--- config.mk ---
export PLATFORM = sky130hd
export DESIGN_NAME = json_string_unescaper_unit_flat
export DESIGN_NICKNAME = d
export VERILOG_FILES = /design/src/rtl/jsu_pkg.sv /design/src/rtl/jsu_if.sv /design/src/rtl/jsu_decoder.sv /design/src/rtl/jsu_result_queue.sv /design/src/rtl/json_string_unescaper_unit.sv /design/src/flat_wrapper.sv
export SDC_FILE = /design/constraint.sdc
export NUM_CORES = 1
export LEC_CHECK = 0
export ABC_AREA = 1
export BUFFER_PORTS_ARGS = -buffer_cell sky130_fd_sc_hd__buf_2
export CORE_MARGIN = 2
export CORE_UTILIZATION = 65
export DETAILED_ROUTE_END_ITERATION = 10
export GPL_TIMING_DRIVEN = 0
export PLACE_DENSITY = 0.86
export SYNTH_ARGS = -nofsm -noshare
export SYNTH_HDL_FRONTEND = slang
export SYNTH_SLANG_ARGS = --single-unit
export TNS_END_PERCENT = 1
--- constraint.sdc ---
create_clock -name clk -period 3.8 [get_ports clk]
set_clock_uncertainty 0.2 [all_clocks]
set_input_delay 0.76 -clock clk [delete_from_list [all_inputs] [get_ports clk]]
set_output_delay 0.76 -clock clk [all_outputs]
set_load 0.05 [all_outputs]
--- src/rtl/jsu_pkg.sv ---
// Types, character codes and helper functions for the string unescaper.
`default_nettype none

package jsu_pkg;

    localparam int RES_MAX = 3;

    localparam logic [7:0] CH_QUOTE     = 8'h22;
    localparam logic [7:0] CH_BACKSLASH = 8'h5C;
    localparam logic [7:0] CH_U         = 8'h75;
    localparam logic [7:0] CH_B         = 8'h62;
    localparam logic [7:0] CH_F         = 8'h66;
    localparam logic [7:0] CH_N         = 8'h6E;
    localparam logic [7:0] CH_R         = 8'h72;
    localparam logic [7:0] CH_T         = 8'h74;

    localparam logic [1:0] ERR_NONE     = 2'd0;
    localparam logic [1:0] ERR_NO_QUOTE = 2'd1;
    localparam logic [1:0] ERR_EOF      = 2'd2;

    localparam logic [2:0] HEX_DIGITS   = 3'd4;
    localparam logic [4:0] NIB_NONE     = 5'd16;

    typedef enum logic [3:0] {
        MODE_IDLE   = 4'b0001,
        MODE_STRING = 4'b0010,
        MODE_ESCAPE = 4'b0100,
        MODE_HEX    = 4'b1000
    } mode_t;

    typedef struct packed {
        logic [7:0] out_byte;
        logic       is_last;
        logic [1:0] error_code;
    } res_t;

    typedef struct packed {
        res_t [RES_MAX-1:0] res;
        logic [1:0]         count;
    } group_t;

    function automatic res_t mk_res(logic [7:0] b, logic last, logic [1:0] err);
        res_t r;
        r.out_byte   = b;
        r.is_last    = last;
        r.error_code = err;
        return r;
    endfunction

    // 0..15 for a hex digit, NIB_NONE otherwise
    function automatic logic [4:0] hex_nibble(logic [7:0] c);
        logic [4:0] v;
        if (c >= 8'h30 && c <= 8'h39)
            v = 5'(c - 8'h30);
        else if (c >= 8'h61 && c <= 8'h66)
            v = 5'(c - 8'h57);
        else if (c >= 8'h41 && c <= 8'h46)
            v = 5'(c - 8'h37);
        else
            v = NIB_NONE;
        return v;
    endfunction

    function automatic logic [7:0] esc_map(logic [7:0] c);
        logic [7:0] d;
        case (c)
            CH_B:    d = 8'h08;
            CH_F:    d = 8'h0C;
            CH_N:    d = 8'h0A;
            CH_R:    d = 8'h0D;
            CH_T:    d = 8'h09;
            default: d = c;
        endcase
        return d;
    endfunction

endpackage

`default_nettype wire

--- src/rtl/jsu_if.sv ---
// Valid/ready channel interfaces for raw input bytes and decoded results.
`default_nettype none

interface jsu_in_if;
    logic       valid;
    logic       ready;
    logic [7:0] in_byte;
    logic       end_of_input;

    modport source (output valid, output in_byte, output end_of_input, input ready);
    modport sink   (input valid, input in_byte, input end_of_input, output ready);
endinterface

interface jsu_out_if;
    logic       valid;
    logic       ready;
    logic [7:0] out_byte;
    logic       is_last;
    logic [1:0] error_code;

    modport source (output valid, output out_byte, output is_last, output error_code,
                    input ready);
    modport sink   (input valid, input out_byte, input is_last, input error_code,
                    output ready);
endinterface

`default_nettype wire

--- src/rtl/jsu_decoder.sv ---
// Mode state and per-byte decode into a group of up to three results.
`default_nettype none

module jsu_decoder
    import jsu_pkg::*;
(
    input  wire logic       clk,
    input  wire logic       rst_n,
    input  wire logic       accept,
    input  wire logic [7:0] in_byte,
    input  wire logic       end_of_input,
    output group_t          group
);

    mode_t       mode_reg, mode_next;
    logic [2:0]  hex_count_reg, hex_count_next;
    logic [15:0] hex_value_reg, hex_value_next;
    logic        hex_stopped_reg, hex_stopped_next;

    logic [4:0]  nib;
    logic [2:0]  count_inc;
    logic [1:0]  n;
    res_t [RES_MAX-1:0] r;

    always_comb
    begin
        mode_next        = mode_reg;
        hex_count_next   = hex_count_reg;
        hex_value_next   = hex_value_reg;
        hex_stopped_next = hex_stopped_reg;
        nib              = hex_nibble(in_byte);
        count_inc        = hex_count_reg + 3'd1;
        n                = 2'd0;
        r                = '0;

        case (mode_reg)
            MODE_IDLE:
            begin
                if (in_byte == CH_QUOTE)
                    mode_next = MODE_STRING;
                else
                begin
                    r[0] = mk_res(8'h00, 1'b1, ERR_NO_QUOTE);
                    n    = 2'd1;
                end
            end
            MODE_STRING:
            begin
                if (in_byte == CH_BACKSLASH)
                    mode_next = MODE_ESCAPE;
                else if (in_byte == CH_QUOTE)
                begin
                    r[0]      = mk_res(8'h00, 1'b1, ERR_NONE);
                    n         = 2'd1;
                    mode_next = MODE_IDLE;
                end
                else
                begin
                    r[0] = mk_res(in_byte, 1'b0, ERR_NONE);
                    n    = 2'd1;
                end
            end
            MODE_ESCAPE:
            begin
                if (in_byte == CH_U)
                begin
                    hex_count_next   = 3'd0;
                    hex_value_next   = 16'h0000;
                    hex_stopped_next = 1'b0;
                    mode_next        = MODE_HEX;
                end
                else
                begin
                    r[0]      = mk_res(esc_map(in_byte), 1'b0, ERR_NONE);
                    n         = 2'd1;
                    mode_next = MODE_STRING;
                end
            end
            MODE_HEX:
            begin
                // accumulation stops for good at the first non-hex byte
                if (!hex_stopped_reg && nib != NIB_NONE)
                    hex_value_next = {hex_value_reg[11:0], nib[3:0]};
                else
                    hex_stopped_next = 1'b1;
                hex_count_next = count_inc;
                if (count_inc >= HEX_DIGITS)
                begin
                    r[0]             = mk_res(hex_value_next[15:8], 1'b0, ERR_NONE);
                    r[1]             = mk_res(hex_value_next[7:0], 1'b0, ERR_NONE);
                    n                = 2'd2;
                    hex_count_next   = 3'd0;
                    hex_value_next   = 16'h0000;
                    hex_stopped_next = 1'b0;
                    mode_next        = MODE_STRING;
                end
            end
            default:
            begin
                mode_next = MODE_IDLE;
            end
        endcase

        // input ran out inside a string: append the eof result
        if (end_of_input && mode_next != MODE_IDLE)
        begin
            r[n]             = mk_res(8'h00, 1'b1, ERR_EOF);
            n                = n + 2'd1;
            mode_next        = MODE_IDLE;
            hex_count_next   = 3'd0;
            hex_value_next   = 16'h0000;
            hex_stopped_next = 1'b0;
        end

        group.res   = r;
        group.count = n;
    end

    always_ff @(posedge clk or negedge rst_n)
    begin
        if (!rst_n)
        begin
            mode_reg        <= MODE_IDLE;
            hex_count_reg   <= 3'd0;
            hex_value_reg   <= 16'h0000;
            hex_stopped_reg <= 1'b0;
        end
        else if (accept)
        begin
            mode_reg        <= mode_next;
            hex_count_reg   <= hex_count_next;
            hex_value_reg   <= hex_value_next;
            hex_stopped_reg <= hex_stopped_next;
        end
    end

endmodule

`default_nettype wire

--- src/rtl/jsu_result_queue.sv ---
// Result register: holds one group of results and hands them out one per cycle while out_ch is ready.
`default_nettype none

module jsu_result_queue
    import jsu_pkg::*;
(
    input  wire logic  clk,
    input  wire logic  rst_n,
    input  wire logic  load,
    input  group_t     group,
    output logic       ready,
    jsu_out_if.source  out_ch
);

    res_t [RES_MAX-1:0] res_reg;
    logic [1:0]         count_reg, count_next;
    logic [1:0]         idx_reg, idx_next;
    logic               pop, last_pop;
    res_t               cur;

    assign cur      = res_reg[idx_reg];
    assign pop      = out_ch.valid && out_ch.ready;
    assign last_pop = pop && (idx_reg == count_reg - 2'd1);
    // a new item may enter as the last result of the group leaves
    assign ready    = (count_reg == 2'd0) || last_pop;

    assign out_ch.valid      = (count_reg != 2'd0);
    assign out_ch.out_byte   = cur.out_byte;
    assign out_ch.is_last    = cur.is_last;
    assign out_ch.error_code = cur.error_code;

    always_comb
    begin
        count_next = count_reg;
        idx_next   = idx_reg;
        if (load)
        begin
            count_next = group.count;
            idx_next   = 2'd0;
        end
        else if (last_pop)
        begin
            count_next = 2'd0;
            idx_next   = 2'd0;
        end
        else if (pop)
            idx_next = idx_reg + 2'd1;
    end

    always_ff @(posedge clk or negedge rst_n)
    begin
        if (!rst_n)
        begin
            count_reg <= 2'd0;
            idx_reg   <= 2'd0;
        end
        else
        begin
            count_reg <= count_next;
            idx_reg   <= idx_next;
        end
    end

    always_ff @(posedge clk)
    begin
        if (load)
            res_reg <= group.res;
    end

endmodule

`default_nettype wire

--- src/rtl/json_string_unescaper_unit.sv ---
// Top level of the quoted-string unescaper.
// Usage:
//   in_ch  takes one raw byte of quoted string text per item, with
//          end_of_input marking the last byte available.
//   out_ch gives decoded bytes one per item: out_byte, is_last, error_code.
//   An item yields zero to three results: an opening quote or a backslash
//   yields none, a completed \u escape yields two, and input ending inside
//   a string appends an eof result.
// The first result of an item is offered the cycle after it is accepted.
//   Items are taken one per cycle while each yields at most one result and
//   out_ch is ready; an item with more results holds off the next until the
//   single result register drains them onto out_ch, one per ready cycle.
// Reset: decoder returns to idle awaiting an opening quote and the result
//   register empties; nothing is offered until an item arrives.
// Stall: while out_ch is not ready the pending result holds steady and
//   in_ch.ready stays low until the last result of the group is taken.
`default_nettype none

module json_string_unescaper_unit
    import jsu_pkg::*;
(
    input  wire logic clk,
    input  wire logic rst_n,
    jsu_in_if.sink    in_ch,
    jsu_out_if.source out_ch
);

    group_t group;
    logic   ready;
    logic   accept;
    logic   load;

    assign in_ch.ready = ready;
    assign accept      = in_ch.valid && ready;
    assign load        = accept && (group.count != 2'd0);

    jsu_decoder u_decoder (
        .clk          (clk),
        .rst_n        (rst_n),
        .accept       (accept),
        .in_byte      (in_ch.in_byte),
        .end_of_input (in_ch.end_of_input),
        .group        (group)
    );

    jsu_result_queue u_queue (
        .clk    (clk),
        .rst_n  (rst_n),
        .load   (load),
        .group  (group),
        .ready  (ready),
        .out_ch (out_ch)
    );

endmodule

`default_nettype wire

--- src/flat_wrapper.sv ---
// flat-port wrapper written by rule: the top's interface ports become plain ports
module json_string_unescaper_unit_flat import jsu_pkg::*;
  (clk, rst_n, in_ch_valid, in_ch_in_byte, in_ch_end_of_input, in_ch_ready, out_ch_valid, out_ch_out_byte, out_ch_is_last, out_ch_error_code, out_ch_ready);
  jsu_in_if in_ch_i ();
  jsu_out_if out_ch_i ();
  input  wire logic clk;
  input  wire logic rst_n;
  input wire logic [$bits(in_ch_i.valid)-1:0] in_ch_valid;
  input wire logic [$bits(in_ch_i.in_byte)-1:0] in_ch_in_byte;
  input wire logic [$bits(in_ch_i.end_of_input)-1:0] in_ch_end_of_input;
  output wire logic [$bits(in_ch_i.ready)-1:0] in_ch_ready;
  output wire logic [$bits(out_ch_i.valid)-1:0] out_ch_valid;
  output wire logic [$bits(out_ch_i.out_byte)-1:0] out_ch_out_byte;
  output wire logic [$bits(out_ch_i.is_last)-1:0] out_ch_is_last;
  output wire logic [$bits(out_ch_i.error_code)-1:0] out_ch_error_code;
  input wire logic [$bits(out_ch_i.ready)-1:0] out_ch_ready;
  assign in_ch_i.valid = in_ch_valid;
  assign in_ch_i.in_byte = in_ch_in_byte;
  assign in_ch_i.end_of_input = in_ch_end_of_input;
  assign in_ch_ready = in_ch_i.ready;
  assign out_ch_valid = out_ch_i.valid;
  assign out_ch_out_byte = out_ch_i.out_byte;
  assign out_ch_is_last = out_ch_i.is_last;
  assign out_ch_error_code = out_ch_i.error_code;
  assign out_ch_i.ready = out_ch_ready;
  json_string_unescaper_unit u_core (.clk(clk), .rst_n(rst_n), .in_ch(in_ch_i), .out_ch(out_ch_i));
endmodule
[Word-level counts from Yosys, hierarchy flattened]
Index checks and enable logic that the tools add are counted.
Cells by class
  add/sub/neg operators: 7
  $mul: 0
  divide/modulo/power cells: 0
  $lt $le $gt $ge: 10
  equal/unequal tests: 17
  shifts and indexed selects: 0
  muxes and demuxes: 48
  bitwise logic cells: 3
  reductions and logical operators: 20
Operators by type and width (count)
  $mux W11: 6
  $mux W16: 4
  $eq A8 B7 Y1 const B: 7
  $mux W22: 2
  $pmux W11 S4: 1
  $pmux W8 S5: 1
  $pmux W16 S2: 1
  $and A18 B27 Y27: 1
  $not A27 Y27: 1
  $mux W4: 6
  $bmux W11 S2: 1
  $demux W11 S2: 1
  $ge A8 B7 Y1 const B: 2
  $le A8 B7 Y1 const B: 2
  $pmux W4 S4: 1
  $mux W5: 3
  $sub A5 B5 Y5 const B: 3
  $mux W2: 7
  $mux W3: 4
  $logic_and A1 B1 Y1: 10
  $eq A8 B6 Y1 const B: 1
  $ge A8 B6 Y1 const B: 1
  $le A8 B6 Y1 const B: 1
  $pmux W2 S4: 1
  other kinds (26): 37
Storage, ports and cells
  bits in registers: 61
  latch bits: 0
  bits in writable memories: 0
  memory bits (read-only): 0
  input port bits: 13
  output and inout port bits: 13
  word-level logic and storage cells: 120
  memories: 0

[Longest topological paths before layout]
  depth in word-level cells: 12
  depth in mapped cells: 16
  gate-level depth less buffers: 16

[Modules after synthesis]
From an unflattened synthesis, not the netlist that was laid out.
Second synthesis, totals
  cell total of the unflattened synthesis: 448
  area, all modules: 3803.6 um2
By module, submodules not included
  jsu_decoder: instances 1, cells each 323, area each 2302.2 um2, seq. area each 601.8 um2
  jsu_result_queue: instances 1, cells each 121, area each 1486.4 um2, seq. area each 1091.0 um2
  json_string_unescaper_unit: instances 1, cells each 4, area each 15.0 um2, seq. area each 0.0 um2

[Worst setup path after synthesis]
No wires, ideal clock.
  path kind: register -> register
  start point: register u_core.u_queue.count_reg[0]
  end point: register u_core.u_queue.res_reg[0] (netlist name) (enable)
  setup time: 380 ps
  data arrival time: 2572 ps
  required time: 3220 ps
  setup slack: 648 ps
  cell stages (with the launch flop): 12
  buffers on the path: 0
  period minus slack after synthesis: 3152 ps
  cells stage by stage: dfrtp_1 -> inv_1 -> ha_1 -> inv_1 -> nand2_1 -> inv_1 -> nand2_1 -> nand2_1 -> nand2_1 -> inv_1 -> nand3_1 -> nand2_1
Between the ends
  cells in the longest elaborated chain, start to end: 6
  elaborated cells on any way between the ends: 9
  those cells by class: add/sub (1); eq/ne (1); reduce/logical (7)
RTL lines
  start: declaration: RTL line jsu_result_queue.sv:16  | logic [1:0] count_reg, count_next;
  start signal: assignment: RTL line jsu_result_queue.sv:59  | count_reg <= count_next;
  $reduce_bool A2 Y1: RTL line jsu_result_queue.sv:27  | assign out_ch.valid = (count_reg != 2'd0);
  via out_ch_valid: RTL line flat_wrapper.sv:12  | output wire logic [$bits(out_ch_i.valid)-1:0] out_ch_valid;
  $logic_and A1 B1 Y1: RTL line jsu_result_queue.sv:22  | assign pop = out_ch.valid && out_ch.ready;
  $logic_and A1 B1 Y1: RTL line jsu_result_queue.sv:23  | assign last_pop = pop && (idx_reg == count_reg - 2'd1);
  $logic_or A1 B1 Y1: RTL line jsu_result_queue.sv:25  | assign ready = (count_reg == 2'd0) || last_pop;
  via in_ch_ready: RTL line flat_wrapper.sv:11  | output wire logic [$bits(in_ch_i.ready)-1:0] in_ch_ready;
  $logic_and A1 B1 Y1: RTL line json_string_unescaper_unit.sv:34  | assign accept = in_ch.valid && ready;
  $logic_and A1 B1 Y1: RTL line json_string_unescaper_unit.sv:35  | assign load = accept && (group.count != 2'd0);
  via u_core.load: RTL line json_string_unescaper_unit.sv:31  | logic load;
  end signal: assignment: RTL line jsu_result_queue.sv:67  | res_reg <= group.res;
  end: declaration: RTL line jsu_result_queue.sv:15  | res_t [RES_MAX-1:0] res_reg;
The timed path passes the listed nets, and every way through them passes these cells.
A chain may end at the register's enable or synchronous reset.

[Final worst setup path]
  start point: input port in_ch_in_byte[0]
  end point: register u_core.u_queue.idx_reg[0]
Between the ends
  cells in the longest elaborated chain, start to end: 10
  elaborated cells on any way between the ends: 20
  those cells by class: add/sub (1); eq/ne (4); mux (11); reduce/logical (4)
RTL lines
  start: declaration: RTL line flat_wrapper.sv:9  | input wire logic [$bits(in_ch_i.in_byte)-1:0] in_ch_in_byte;
  $eq A8 B6 Y1: RTL line jsu_decoder.sv:39, jsu_decoder.sv:51
  $mux W4: RTL line jsu_decoder.sv:51  | else if (in_byte == CH_QUOTE)
  $mux W4: RTL line jsu_decoder.sv:49  | if (in_byte == CH_BACKSLASH)
  $pmux W4 S4: RTL line jsu_decoder.sv:36  | case (mode_reg)
  $ne A4 B1 Y1: RTL line jsu_decoder.sv:105  | if (end_of_input && mode_next != MODE_IDLE)
  $logic_and A1 B1 Y1: RTL line jsu_decoder.sv:105
  $mux W2 *: RTL line jsu_decoder.sv:105
  $reduce_bool A2 Y1 *: RTL line json_string_unescaper_unit.sv:35
  $logic_and A1 B1 Y1 *: RTL line json_string_unescaper_unit.sv:35
  via u_core.load: RTL line json_string_unescaper_unit.sv:31
  $reduce_bool A3 Y1 (no line) or $mux W2 (tied branches)
  end signal: assignment: RTL line jsu_result_queue.sv:60  | idx_reg <= idx_next;
  end: declaration: RTL line jsu_result_queue.sv:17  | logic [1:0] idx_reg, idx_next;
Mark *: on every way through the listed nets, which the timed path passes. The rest lies on a longest branch.

==> impl_results.md <==
* Power, Total at ~0.0021 W
* Most frequent CP cell: nand2_1
* Register area share after synthesis at 42.25%
* Predominant post-synthesis flop cell: dfrtp_1
* Critical Path AT at 3.47 ns
* Compound-gate portion of the synthesized area at approximately 14%
* Largest net degree at the start of global routing at 29
* Levels on crit path at 17
* Final wirelength at 6858 um
* Max clock buf depth at 2
* Nets@finish at between 400 and 500
* Vias per inst at 5.707
* Area share of fa/ha/maj cells after synthesis at under 10%
* Post-synth EDFFs at 21
* Async S/R FF share, synth at between 50% and 60%
* Register-to-register path setup slack at 0.71 ns
* Clk Latency, worst-skew pair at around 0.3 ns
* Initial antenna violation count at 0
* Setup Crit Path Kind: in2reg
* Grt ovf at 0
* Vias in the first global route at 2485
* Pwr dens at roughly 610 nW/um^2
* Post-DRT Antenna Nets at 0
* Placer Congestion at 0.9662
* Root buffer cell: clkbuf_8
* Area Overhead vs Synth at 9.361%
* First drt pass iteration count at 4
* Post-layout min period at 3.419 ns
* Vias at 2762
* Max-capacitance violation count at 0
* R2R Path End: u_core.u_queue.idx_reg[0]$_DFFE_PN0P_
* Distinct cell type count of the synthesized netlist at between 40 and 50
* Hold Crit Class: in2async
* Simple-gate area share of the yosys netlist at ~29%
* Peak supply drop at 567.7 uV
* Rows at 25
* Reg-to-Reg Start: u_core.u_decoder.mode_reg[3]$_DFFE_PN0P_
* Mean Syn Cell Area at ~7.9 sq um
* Max reg flops at 21
* Resize count post-CTS at 0
* Port bufs at 23
* Hold buffer count at CTS at 0
* GR Util All Layers at between 20% and 30%
* Die width at 73.66 um
* Clock sink count at 49
* First-pass GRT wire length at between 10000 and 15000 um
* XOR/XNOR share of the synthesized area at less than 1%
* Fin crit share at 89.96%
* Final hold violation count at 0
* Critical path's largest stage delay at between 0.5 and 0.6 ns
* Inserted Diodes at 0
* Leak Pwr at 1.747 nW
* CP max-delay cell: nand2_1
* Cell family with most CP delay: simple AND/OR/NAND/NOR gates
* Htree depth at 2
* DP HPWL at roughly 5200 um
* Slew Limit Fails at 0
* Syn Nets at 421
* Starting density of the core at around 67%
* Mux share of post-synthesis cell area at 0%
* DR WL/cell at 14.17 um
* Layout cells sized above 1 at 15.35%
* Num ports at 26
* Crit path cell chain: buf_2 -> inv_1 -> ha_1 -> inv_1 -> nor2_1 -> nand4_1 -> nand2_1 -> nand3_1 -> inv_1 -> ha_1 -> inv_1 -> nand2_1 -> nand3_1 -> nand2_1 -> nor2_1 -> nand2_1 -> nand2_1
* FF-to-FF path depth at 14
* Main combinational cell family by area after synthesis: simple AND/OR/NAND/NOR gates
* Core Region at between 4000 and 5000 sq um
* Initial DRC count at 220
* Crit path required time at approximately 3.9 ns
* Crit end category: register
* Post-Syn Area at around 3200 sq um
* Vert. Die Dim at about 74 um
* Setup Buffers After CTS at 0
* Relative slew slack at approximately 41%
* Worst setup SP type: input pin
* Final Setup Violations at 0
* Number of synthesized register bits at 49
* CTS tree: built
* Die area at between 5000 and 6000 sq um
* Worst-Margin Slew at 0.8769 ns
* RSZ-0062 raised after global routing: false
* Most common cell after layout, fill and taps aside: nand2_1
* Crit-path max FO at 24
* Synthesis Warnings at 0
* Final setup TNS at 0 ns
* Reg clk slew, reported paths at about 0.09 ns
* Filler Cell Count at 368
* Synth Instances at ~400
* Fmax at around 290 MHz
* # DRC at 0
* WP buf/inv at 5
* Inserted Clock Buffers at 5
* Status: finished, final reports clean
* Commonest non-fill, non-tap cells in the layout: nand2_1 (94), inv_1 (64), nand3_1 (42)
-- cell usage after synthesis (8+ instances only) --
cell type / count / area share [%]
o22ai_2: 8 / 3.2
ha_1: 9 / 3.6
dfrtp_1: 27 / 21
nand2_1: 94 / 11
o21ai_0: 15 / 2.4
inv_1: 64 / 7.6
o21ai_1: 10 / 1.6
a22o_1: 8 / 2.2
edfxtp_1: 21 / 20
nand3_1: 42 / 6.7
a21oi_1: 13 / 2.1
nor2_1: 37 / 4.4
-- area by class of cell --
| class | count | area, sq um | area share, % |
|---|---|---|---|
| timing repair buffer | 23 | 115.1 | 3.337 |
| inverter | 66 | 247.7 | 7.182 |
| clock buffer | 5 | 68.82 | 1.995 |
| buffer | 9 | 70.07 | 2.031 |
| clock inverter | 3 | 43.79 | 1.269 |
| multi-input combinational | 275 | 1504 | 43.60 |
| sequential | 49 | 1333 | 38.63 |
| tap | 54 | 67.56 | 1.959 |
-- per-layer routing --
| metal | global-route usage (%) | vias to the layer above | wire, um |
|---|---|---|---|
| met3 | 3.978 | 13 | 382 |
| met2 | 44.15 | 97 | 3246 |
| li1 | - | 1374 | - |
| met4 | 7.273 | 0 | 104 |
| met1 | 37.98 | 1278 | 3125 |
| met5 | 0 | - | 0 |
-- power breakdown --
part           internal [W]  switching, W
registers          0.000695     0.0000447
logic              0.000274      0.000703
clock network      0.000197      0.000178
-- cell families (layout without fill, tap and decap cells) --
logic type	after synthesis	in the layout
AO/OA/AOI/OAI	65	65
XOR/XNOR	3	3
adder cells (fa/ha/maj)	9	9
buffers and inverters	75	106
flip-flops	49	49
AND/OR/NAND/NOR	198	198
-- metrics by stage --
stage	hold WS (ns)	setup slack (ns)	util [%]	instances	cell area (sq um)
floorplan	0.2419	0.6484	-	399	3154
global placement	0.2562	0.2073	71.12	476	3337
detailed placement	0.2647	0.09613	71.12	476	3337
CTS	0.2870	0.4001	73.52	484	3450
global route	0.3223	0.04491	73.52	484	3450
finish	0.2781	0.3813	73.52	484	3450
-- worst max path at each step --
stage                                            start                                 endpoint  slack (ns)
3_5_place_dp                          in_ch_in_byte[0]  u_core.u_queue.count_reg[0]$_DFFE_PN0P_         0.1
2_1_floorplan  u_core.u_queue.count_reg[0]$_DFFE_PN0P_      u_core.u_queue.res_reg[0]$_DFFE_PP_        0.65
3_3_place_gp                          in_ch_in_byte[0]  u_core.u_queue.count_reg[1]$_DFFE_PN0P_        0.21
6_report                              in_ch_in_byte[0]    u_core.u_queue.idx_reg[0]$_DFFE_PN0P_        0.38
4_1_cts                               in_ch_in_byte[0]  u_core.u_queue.count_reg[0]$_DFFE_PN0P_        0.40
5_1_grt                               in_ch_in_byte[0]    u_core.u_queue.idx_reg[0]$_DFFE_PN0P_        0.04
-- worst register-to-register path: cells and delay by family, from the launching register on --
family	cells	cell delay [ns]
buffers and inverters	3	0.29
adder cells (fa/ha/maj)	1	0.30
flip-flops	1	0.41
AND/OR/NAND/NOR	10	1.83
No activity file was read; power rests on OpenSTA's default activity.
